[src/design/mskef_pkg.sv]
// Shared types and constants for the MIDI seek key-event filter.
// No dependencies; every other design file but mskef_ram imports this package.
package mskef_pkg;

    // Field positions and message kinds of a stream event word.
    localparam logic [7:0] SHORT_MSG_TYPE  = 8'h00;
    localparam logic [3:0] STATUS_CONTROL  = 4'hB;
    localparam logic [3:0] STATUS_PROGRAM  = 4'hC;
    localparam logic [3:0] STATUS_PRESSURE = 4'hD;
    localparam logic [3:0] STATUS_PITCH    = 4'hE;

    localparam logic [7:0] TEMPO_CODE_RESET = 8'h01;

    // Classification made by the front end, carried out by the back end.
    typedef enum logic [2:0] {
        KIND_DROP,
        KIND_START,
        KIND_CONTROL,
        KIND_PROGRAM,
        KIND_PRESSURE,
        KIND_PITCH,
        KIND_TEMPO
    } kind_t;

    typedef struct packed {
        kind_t       kind;
        logic [3:0]  channel;
        logic [7:0]  data1;
        logic [31:0] word;
    } item_t;

    // Handshake between the queue and the back end.
    typedef struct packed {
        logic  valid;
        item_t item;
    } queue_head_t;

endpackage

[src/design/mskef_ram.sv]
// Generic single-write, single-read RAM with a registered, read-first output.
// No dependencies.
module mskef_ram #(
    parameter int WIDTH = 16,
    parameter int DEPTH = 120,
    parameter int AW    = (DEPTH > 1) ? $clog2(DEPTH) : 1
) (
    input  logic             clk,
    input  logic             wr_en,
    input  logic [AW-1:0]    wr_addr,
    input  logic [WIDTH-1:0] wr_data,
    input  logic             rd_en,
    input  logic [AW-1:0]    rd_addr,
    output logic [WIDTH-1:0] rd_data
);

    logic [WIDTH-1:0] mem_reg [0:DEPTH-1];
    logic [WIDTH-1:0] rd_data_reg;

    always_ff @(posedge clk)
    begin
        if (wr_en)
        begin
            mem_reg[wr_addr] <= wr_data;
        end
        if (rd_en)
        begin
            rd_data_reg <= mem_reg[rd_addr];
        end
    end

    assign rd_data = rd_data_reg;

endmodule

[src/design/mskef_front.sv]
// Front end: holds the tempo code register and classifies each incoming word.
// Depends on mskef_pkg.
module mskef_front
    import mskef_pkg::*;
#(
    parameter int NUM_CONTROLLERS = 120
) (
    input  logic        clk,
    input  logic        rst_n,
    input  logic        cfg_write_en,
    input  logic [7:0]  cfg_write_data,
    input  logic [31:0] event_word,
    input  logic        seek_start,
    output item_t       item
);

    logic [7:0] tempo_code_reg;
    logic [7:0] ev_type;
    logic [3:0] status_hi;

    always_ff @(posedge clk or negedge rst_n)
    begin
        if (!rst_n)
        begin
            tempo_code_reg <= TEMPO_CODE_RESET;
        end
        else if (cfg_write_en)
        begin
            tempo_code_reg <= cfg_write_data;
        end
    end

    assign ev_type   = event_word[31:24];
    assign status_hi = event_word[7:4];

    always_comb
    begin
        item.channel = event_word[3:0];
        item.data1   = event_word[15:8];
        item.word    = event_word;
        item.kind    = KIND_DROP;
        // Short messages win over tempo, so a tempo code of zero never matches.
        priority if (seek_start)
        begin
            item.kind = KIND_START;
        end
        else if (ev_type == SHORT_MSG_TYPE)
        begin
            priority if (status_hi == STATUS_CONTROL)
            begin
                if (event_word[15:8] < 8'(NUM_CONTROLLERS))
                begin
                    item.kind = KIND_CONTROL;
                end
            end
            else if (status_hi == STATUS_PROGRAM)
            begin
                item.kind = KIND_PROGRAM;
            end
            else if (status_hi == STATUS_PRESSURE)
            begin
                item.kind = KIND_PRESSURE;
            end
            else if (status_hi == STATUS_PITCH)
            begin
                item.kind = KIND_PITCH;
            end
            else
            begin
                item.kind = KIND_DROP;
            end
        end
        else if (ev_type == tempo_code_reg)
        begin
            item.kind = KIND_TEMPO;
        end
        else
        begin
            item.kind = KIND_DROP;
        end
    end

endmodule

[src/design/mskef_queue.sv]
// Two-entry queue of classified words between the front and back ends.
// Depends on mskef_pkg.
module mskef_queue
    import mskef_pkg::*;
(
    input  logic        clk,
    input  logic        rst_n,
    input  logic        push,
    input  item_t       push_item,
    output logic        full,
    input  logic        pop,
    output queue_head_t head
);

    item_t      slot_reg [0:1];
    logic       wr_ptr_reg;
    logic       wr_ptr_next;
    logic       rd_ptr_reg;
    logic       rd_ptr_next;
    logic [1:0] count_reg;
    logic [1:0] count_next;

    assign full       = (count_reg == 2'd2);
    assign head.valid = (count_reg != 2'd0);
    assign head.item  = slot_reg[rd_ptr_reg];

    always_comb
    begin
        wr_ptr_next = push ? ~wr_ptr_reg : wr_ptr_reg;
        rd_ptr_next = pop ? ~rd_ptr_reg : rd_ptr_reg;
        unique case ({push, pop})
            2'b10:   count_next = count_reg + 2'd1;
            2'b01:   count_next = count_reg - 2'd1;
            default: count_next = count_reg;
        endcase
    end

    always_ff @(posedge clk or negedge rst_n)
    begin
        if (!rst_n)
        begin
            wr_ptr_reg <= 1'b0;
            rd_ptr_reg <= 1'b0;
            count_reg  <= 2'd0;
        end
        else
        begin
            wr_ptr_reg <= wr_ptr_next;
            rd_ptr_reg <= rd_ptr_next;
            count_reg  <= count_next;
        end
    end

    always_ff @(posedge clk)
    begin
        if (push)
        begin
            slot_reg[wr_ptr_reg] <= push_item;
        end
    end

endmodule

[src/design/mskef_back.sv]
// Back end: seen-bitmaps, controller bitmap RAM, keep decision and output register.
// Depends on mskef_pkg and mskef_ram.
module mskef_back
    import mskef_pkg::*;
#(
    parameter int NUM_CONTROLLERS = 120
) (
    input  logic        clk,
    input  logic        rst_n,
    input  queue_head_t head,
    output logic        pop,
    output logic        out_valid,
    input  logic        out_stall,
    output logic        keep,
    output logic [31:0] event_out
);

    localparam int CTRL_AW = (NUM_CONTROLLERS > 1) ? $clog2(NUM_CONTROLLERS) : 1;

    // Stage holding the word whose bitmap row is being read.
    logic                       stage_valid_reg;
    item_t                      stage_item_reg;
    logic                       fire;
    logic                       load;
    logic                       out_ready;

    // Per-channel bitmaps and per-row valid bits for the controller RAM.
    logic [15:0]                program_seen_reg;
    logic [15:0]                pressure_seen_reg;
    logic [15:0]                pitch_seen_reg;
    logic                       tempo_seen_reg;
    logic [NUM_CONTROLLERS-1:0] row_valid_reg;

    // Last RAM write, used to bypass a read that raced with it.
    logic                       last_wr_valid_reg;
    logic [CTRL_AW-1:0]         last_wr_addr_reg;
    logic [15:0]                last_wr_data_reg;

    logic [CTRL_AW-1:0]         stage_addr;
    logic [15:0]                ram_rd_data;
    logic [15:0]                ctrl_map;
    logic [15:0]                chan_bit;
    logic                       ram_wr_en;
    logic [15:0]                ram_wr_data;
    logic                       keep_now;
    logic                       stage_row_valid;

    logic                       out_valid_reg;
    logic                       keep_reg;
    logic [31:0]                event_out_reg;

    assign out_ready = !out_valid_reg || !out_stall;
    assign fire      = stage_valid_reg && out_ready;
    assign load      = head.valid && (!stage_valid_reg || fire);
    assign pop       = load;

    assign stage_addr      = stage_item_reg.data1[CTRL_AW-1:0];
    assign chan_bit        = 16'd1 << stage_item_reg.channel;
    assign stage_row_valid = (stage_item_reg.kind == KIND_CONTROL) && row_valid_reg[stage_addr];

    mskef_ram #(
        .WIDTH (16),
        .DEPTH (NUM_CONTROLLERS),
        .AW    (CTRL_AW)
    ) u_ctrl_ram (
        .clk     (clk),
        .wr_en   (ram_wr_en),
        .wr_addr (stage_addr),
        .wr_data (ram_wr_data),
        .rd_en   (load),
        .rd_addr (head.item.data1[CTRL_AW-1:0]),
        .rd_data (ram_rd_data)
    );

    always_comb
    begin
        // A row that has not been written since the last clear reads as zero.
        if (!stage_row_valid)
        begin
            ctrl_map = 16'd0;
        end
        else if (last_wr_valid_reg && (last_wr_addr_reg == stage_addr))
        begin
            ctrl_map = last_wr_data_reg;
        end
        else
        begin
            ctrl_map = ram_rd_data;
        end

        ram_wr_en   = fire && (stage_item_reg.kind == KIND_CONTROL);
        ram_wr_data = ctrl_map | chan_bit;

        unique case (stage_item_reg.kind)
            KIND_START:    keep_now = 1'b1;
            KIND_CONTROL:  keep_now = ((ctrl_map & chan_bit) == 16'd0);
            KIND_PROGRAM:  keep_now = ((program_seen_reg & chan_bit) == 16'd0);
            KIND_PRESSURE: keep_now = ((pressure_seen_reg & chan_bit) == 16'd0);
            KIND_PITCH:    keep_now = ((pitch_seen_reg & chan_bit) == 16'd0);
            KIND_TEMPO:    keep_now = !tempo_seen_reg;
            default:       keep_now = 1'b0;
        endcase
    end

    always_ff @(posedge clk or negedge rst_n)
    begin
        if (!rst_n)
        begin
            stage_valid_reg   <= 1'b0;
            program_seen_reg  <= 16'd0;
            pressure_seen_reg <= 16'd0;
            pitch_seen_reg    <= 16'd0;
            tempo_seen_reg    <= 1'b0;
            row_valid_reg     <= '0;
            last_wr_valid_reg <= 1'b0;
            out_valid_reg     <= 1'b0;
        end
        else
        begin
            if (load)
            begin
                stage_valid_reg <= 1'b1;
            end
            else if (fire)
            begin
                stage_valid_reg <= 1'b0;
            end

            if (fire)
            begin
                out_valid_reg <= 1'b1;
            end
            else if (!out_stall)
            begin
                out_valid_reg <= 1'b0;
            end

            if (fire)
            begin
                unique case (stage_item_reg.kind)
                    KIND_START:
                    begin
                        program_seen_reg  <= 16'd0;
                        pressure_seen_reg <= 16'd0;
                        pitch_seen_reg    <= 16'd0;
                        tempo_seen_reg    <= 1'b0;
                        row_valid_reg     <= '0;
                        last_wr_valid_reg <= 1'b0;
                    end
                    KIND_CONTROL:
                    begin
                        row_valid_reg[stage_addr] <= 1'b1;
                        last_wr_valid_reg         <= 1'b1;
                    end
                    KIND_PROGRAM:  program_seen_reg  <= program_seen_reg | chan_bit;
                    KIND_PRESSURE: pressure_seen_reg <= pressure_seen_reg | chan_bit;
                    KIND_PITCH:    pitch_seen_reg    <= pitch_seen_reg | chan_bit;
                    KIND_TEMPO:    tempo_seen_reg    <= 1'b1;
                    default:       tempo_seen_reg    <= tempo_seen_reg;
                endcase
            end
        end
    end

    always_ff @(posedge clk)
    begin
        if (load)
        begin
            stage_item_reg <= head.item;
        end
        if (ram_wr_en)
        begin
            last_wr_addr_reg <= stage_addr;
            last_wr_data_reg <= ram_wr_data;
        end
        if (fire)
        begin
            keep_reg      <= keep_now;
            event_out_reg <= stage_item_reg.word;
        end
    end

    assign out_valid = out_valid_reg;
    assign keep      = keep_reg;
    assign event_out = event_out_reg;

endmodule

[src/design/midi_seek_key_event_filter_core.sv]
// Top level of the MIDI seek key-event filter: front end, queue and back end.
// Depends on mskef_pkg, mskef_front, mskef_queue, mskef_back and mskef_ram.
//
// This block takes stream event words walked backwards in time from a seek
// point and marks which of them must be replayed as key events: the most
// recent control change per controller and channel, the most recent program
// change, channel pressure and pitch wheel per channel, and the most recent
// tempo event. Each word comes out once, unchanged, with a keep flag, in the
// order it went in. A word with seek_start set clears every mark and is always
// kept. The block takes one word per clock cycle while in_stall is low; a word
// passes through the queue, the stage register and the output register. The front
// end classifies each word into a two-entry queue, and the back end reads the
// controller's channel bitmap from a RAM, decides keep and writes the bitmap
// back, forwarding the last write so that back-to-back words on the same
// controller see each other. A per-row valid bit makes the seek-start clear
// take effect at once, so no clearing pass is needed after reset or a seek.
// The tempo code register is written through cfg_write_en and cfg_write_data
// and must only be changed while no word is in flight.
module midi_seek_key_event_filter_core
    import mskef_pkg::*;
#(
    parameter int NUM_CONTROLLERS = 120
) (
    input  logic        clk,
    input  logic        rst_n,

    // Configuration: tempo code register.
    input  logic        cfg_write_en,
    input  logic [7:0]  cfg_write_data,

    // Input word channel.
    input  logic        in_valid,
    output logic        in_stall,
    input  logic [31:0] event_word,
    input  logic        seek_start,

    // Result word channel.
    output logic        out_valid,
    input  logic        out_stall,
    output logic        keep,
    output logic [31:0] event_out
);

    item_t       front_item;
    logic        queue_full;
    logic        queue_push;
    logic        queue_pop;
    queue_head_t queue_head;

    // The front end only stalls when the queue has no room left.
    assign in_stall   = queue_full;
    assign queue_push = in_valid && !queue_full;

    mskef_front #(
        .NUM_CONTROLLERS (NUM_CONTROLLERS)
    ) u_front (
        .clk            (clk),
        .rst_n          (rst_n),
        .cfg_write_en   (cfg_write_en),
        .cfg_write_data (cfg_write_data),
        .event_word     (event_word),
        .seek_start     (seek_start),
        .item           (front_item)
    );

    mskef_queue u_queue (
        .clk       (clk),
        .rst_n     (rst_n),
        .push      (queue_push),
        .push_item (front_item),
        .full      (queue_full),
        .pop       (queue_pop),
        .head      (queue_head)
    );

    mskef_back #(
        .NUM_CONTROLLERS (NUM_CONTROLLERS)
    ) u_back (
        .clk       (clk),
        .rst_n     (rst_n),
        .head      (queue_head),
        .pop       (queue_pop),
        .out_valid (out_valid),
        .out_stall (out_stall),
        .keep      (keep),
        .event_out (event_out)
    );

endmodule

[config.mk]
export PLATFORM = sky130hd
export DESIGN_NAME = midi_seek_key_event_filter_core
export DESIGN_NICKNAME = d
export VERILOG_FILES = /design/src/design/mskef_pkg.sv /design/src/design/mskef_ram.sv /design/src/design/mskef_front.sv /design/src/design/mskef_queue.sv /design/src/design/mskef_back.sv /design/src/design/midi_seek_key_event_filter_core.sv
export SDC_FILE = /design/constraint.sdc
export NUM_CORES = 2
export LEC_CHECK = 0
export BUFFER_PORTS_ARGS = -buffer_cell sky130_fd_sc_hd__buf_2
export CORE_ASPECT_RATIO = 1.25
export CORE_MARGIN = 1.5
export CORE_UTILIZATION = 56
export DETAILED_ROUTE_END_ITERATION = 6
export PLACE_DENSITY = 0.72
export SYNTH_ARGS = -nofsm -noshare
export SYNTH_HDL_FRONTEND = slang
export SYNTH_HIERARCHICAL = 1
export SYNTH_SLANG_ARGS = --single-unit
[constraint.sdc]
create_clock -name clk -period 7.99 [get_ports clk]
set_clock_uncertainty 0.1 [all_clocks]
set_input_delay 0.799 -clock clk [delete_from_list [all_inputs] [get_ports clk]]
set_output_delay 0.799 -clock clk [all_outputs]
set_load 0.03 [all_outputs]
==> run metrics <==
outcome finished, violations left; failing checks DRC; I/O pin count 81; Largest register FFs 1920; post-synth net total 4801; number of max-cap violations 0; Clk network pwr share 0.290; vias in the first global route 46041; DRT Pass-1 Iters 7; I/O Buffers 80; CP endpoint u_back/u_ctrl_ram/mem_reg[119][12]$_DFFE_PP_; fmax 0.189 GHz; Logic pwr share 0.277; sw power 0.0114 W; crit path DAT 5.68 ns; final hold vios 0; final net count 4991; Routed Wire Length 233 mm; Placeable Area 162000 um^2; largest net degree at the start of global routing 123; Post-Synthesis Cells 4754; Avg Cell Area, Syn 19.2 um^2; # DRC 8; placer congestion estimate 0.956; area of the mapped netlist 91300 um^2; part of the power in registers 0.433; clock root cell clkbuf_16; utilization after layout 0.626; multi-input combinational cell area 20900 um^2; post-place setup slack 2.94 ns; Data required, critical path 8.37 ns; Top Usage Layer GRT met2; CP Buf/Inv Count 1; via total after detailed routing 47561; period utilization 0.664; Peak VDD IR 0.241 mV; Die X 364 um; insertion delay to the later sink of the worst-skew pair 0.87 ns; M2 GR Usage 0.450; Worst-path clk slew 0.07 ns; CTS Buf Count 210; Slew HR 0.0918; CP peak stage delay 1.09 ns; wire per inst 31.9 um; total global routing overflow 0; num rows 165; placed cell count 6899; final setup TNS 0 ns; net switching share of the total power 0.323; Total GRT Usage 0.284; # H-tree levels 4; Top delay family on crit path simple AND/OR/NAND/NOR gates; Hold Path Class input pin to register; Worst Reg-to-Reg Cells 8; global-route wire length before repair 333 mm; Critical R2R Launch u_back/stage_addr[4]$_DFFE_PP_; HPWL after DPL 144 mm; GRT met1 Usage 0.379; clock period minus worst slack 5.30 ns; area occupied by registers 68600 um^2; Startpoint Class register; reg-to-reg endpoint u_back/u_ctrl_ram/mem_reg[119][12]$_DFFE_PP_; Initial Utilization 0.564; die area 166000 um^2; worst path cell trace nand2b_1 > nor3_1 > nand2_1 > o311ai_1 > nor4_4 > a21bo_4 > o21ai_4 > buf_4; Area Overhead vs Synth 10.9%; initial antenna violation count 7; fin cells 7286; # clock sinks 2314; Internal 0.0239 W; Final WS setup 2.69 ns; PD cells 349 nW/um^2; Lkg Pwr 34.2 nW; R2R setup slack 2.69 ns; share of cells above drive strength 1 0.224; slowest library cell on the worst path edfxtp_1; Setup crit end kind register; Setup violations, final 0; Iter 0 DRT Violations 6175; cell depth of the worst setup path 8; CTS tree built; Die Ht 455 um; Max Transition Viols Final 0; Synth warnings 6; GRT met3 Usage 0.0511; CP Class register to register; RSZ-0062 raised after global routing false; Fill cells 11057; crit path from u_back/stage_addr[4]$_DFFE_PP_; CTS Buffer Depth 3; Via-to-Cell Ratio 6.53; post-route antenna net violation count 0; worst slew pin tran 1.36 ns; crit path max fanout 96; post-CTS resize count 0
-- routing by layer --
layer | part of all wire | up-vias | wire length, um
li1 | - | 19544 | -
met1 | 0.37 | 24871 | 86300
met2 | 0.48 | 2592 | 112000
met3 | 0.086 | 544 | 19900
met4 | 0.060 | 10 | 14000
met5 | 0.00030 | - | 69
-- layout by cell type (no fill, tap or decap), types with 10 or more instances in the layout --
cell type   count
clkinvlp_4     12
o21ai_4        12
mux2i_1       281
nor2b_1        31
o32ai_1        21
nor3_1         42
a31oi_1        21
and2_1         19
clkinv_2       34
xor2_1         12
a211oi_1       30
mux4_2        405
bufinv_16      29
nor2_1        321
o22ai_1        26
and4b_1        10
clkinv_1       34
buf_4         198
a21oi_1       223
buf_2          79
nand3b_1       11
dfrtp_1       182
nand4_1        13
nand3_1        70
edfxtp_1     2130
clkbuf_16     214
a22oi_1        94
clkbuf_1       42
nand2_1       133
a22o_1         14
nand2b_1       27
mux2_2         55
o21ai_0        60
mux2_4         25
-- metrics by stage --
step | hold slack (ns) | total power [W] | instance area (um^2)
after floorplan | 0.300 | 0.0218 | 91300
after global placement | 0.302 | 0.0251 | 94200
after detailed placement | 0.305 | 0.0252 | 94300
after CTS | 0.00196 | 0.0354 | 101000
after global routing | 0.0139 | 0.0364 | 101000
final | 0.0516 | 0.0354 | 101000
-- how the worst min path moves through the flow --
stage / endpoint / slack, ns / cells after the start / start
final: u_queue/slot_reg[0][20]$_DFFE_PP_ / 0.05 / 1 / event_word[20]
after global routing: u_queue/slot_reg[1][23]$_DFFE_PP_ / 0.01 / 1 / event_word[23]
after CTS: u_queue/slot_reg[1][20]$_DFFE_PP_ / 0.002 / 1 / event_word[20]
after detailed placement: u_back/event_out[2]$_DFFE_PP_ / 0.30 / 0 / u_back/stage_item_reg[2]$_DFFE_PP_
after global placement: u_back/event_out[17]$_DFFE_PP_ / 0.30 / 0 / u_back/stage_item_reg[17]$_DFFE_PP_
after floorplan: u_back/event_out[0]$_DFFE_PP_ / 0.30 / 0 / u_back/stage_item_reg[0]$_DFFE_PP_
-- what timing repair did --
| action | in CTS | in global routing |
|---|---|---|
| hold endpoints to repair | 13 | 0 |
| hold buffers | 4 | 0 |
| buffers inserted | 0 | 0 |
-- area by class of cell --
type	instances	share of cell area
diodes	1	0.0000247
clock buffers	260	0.0549
clock inverters	122	0.0143
inverters	11	0.000420
multi-input cells	2117	0.206
flip-flops and latches	2314	0.677
well taps	2171	0.0268
repair buffers	290	0.0206
-- power groups by stage --
stage	registers (W)	clock network (W)	logic (W)
6_report	0.0153	0.0103	0.00981
5_1_grt	0.0154	0.0108	0.0102
4_1_cts	0.0153	0.0104	0.00974
3_5_place_dp	0.0156	0	0.00969
3_3_place_gp	0.0155	0	0.00960
2_1_floorplan	0.0155	0	0.00628
Note: power is estimated with default switching activity, not from simulation.
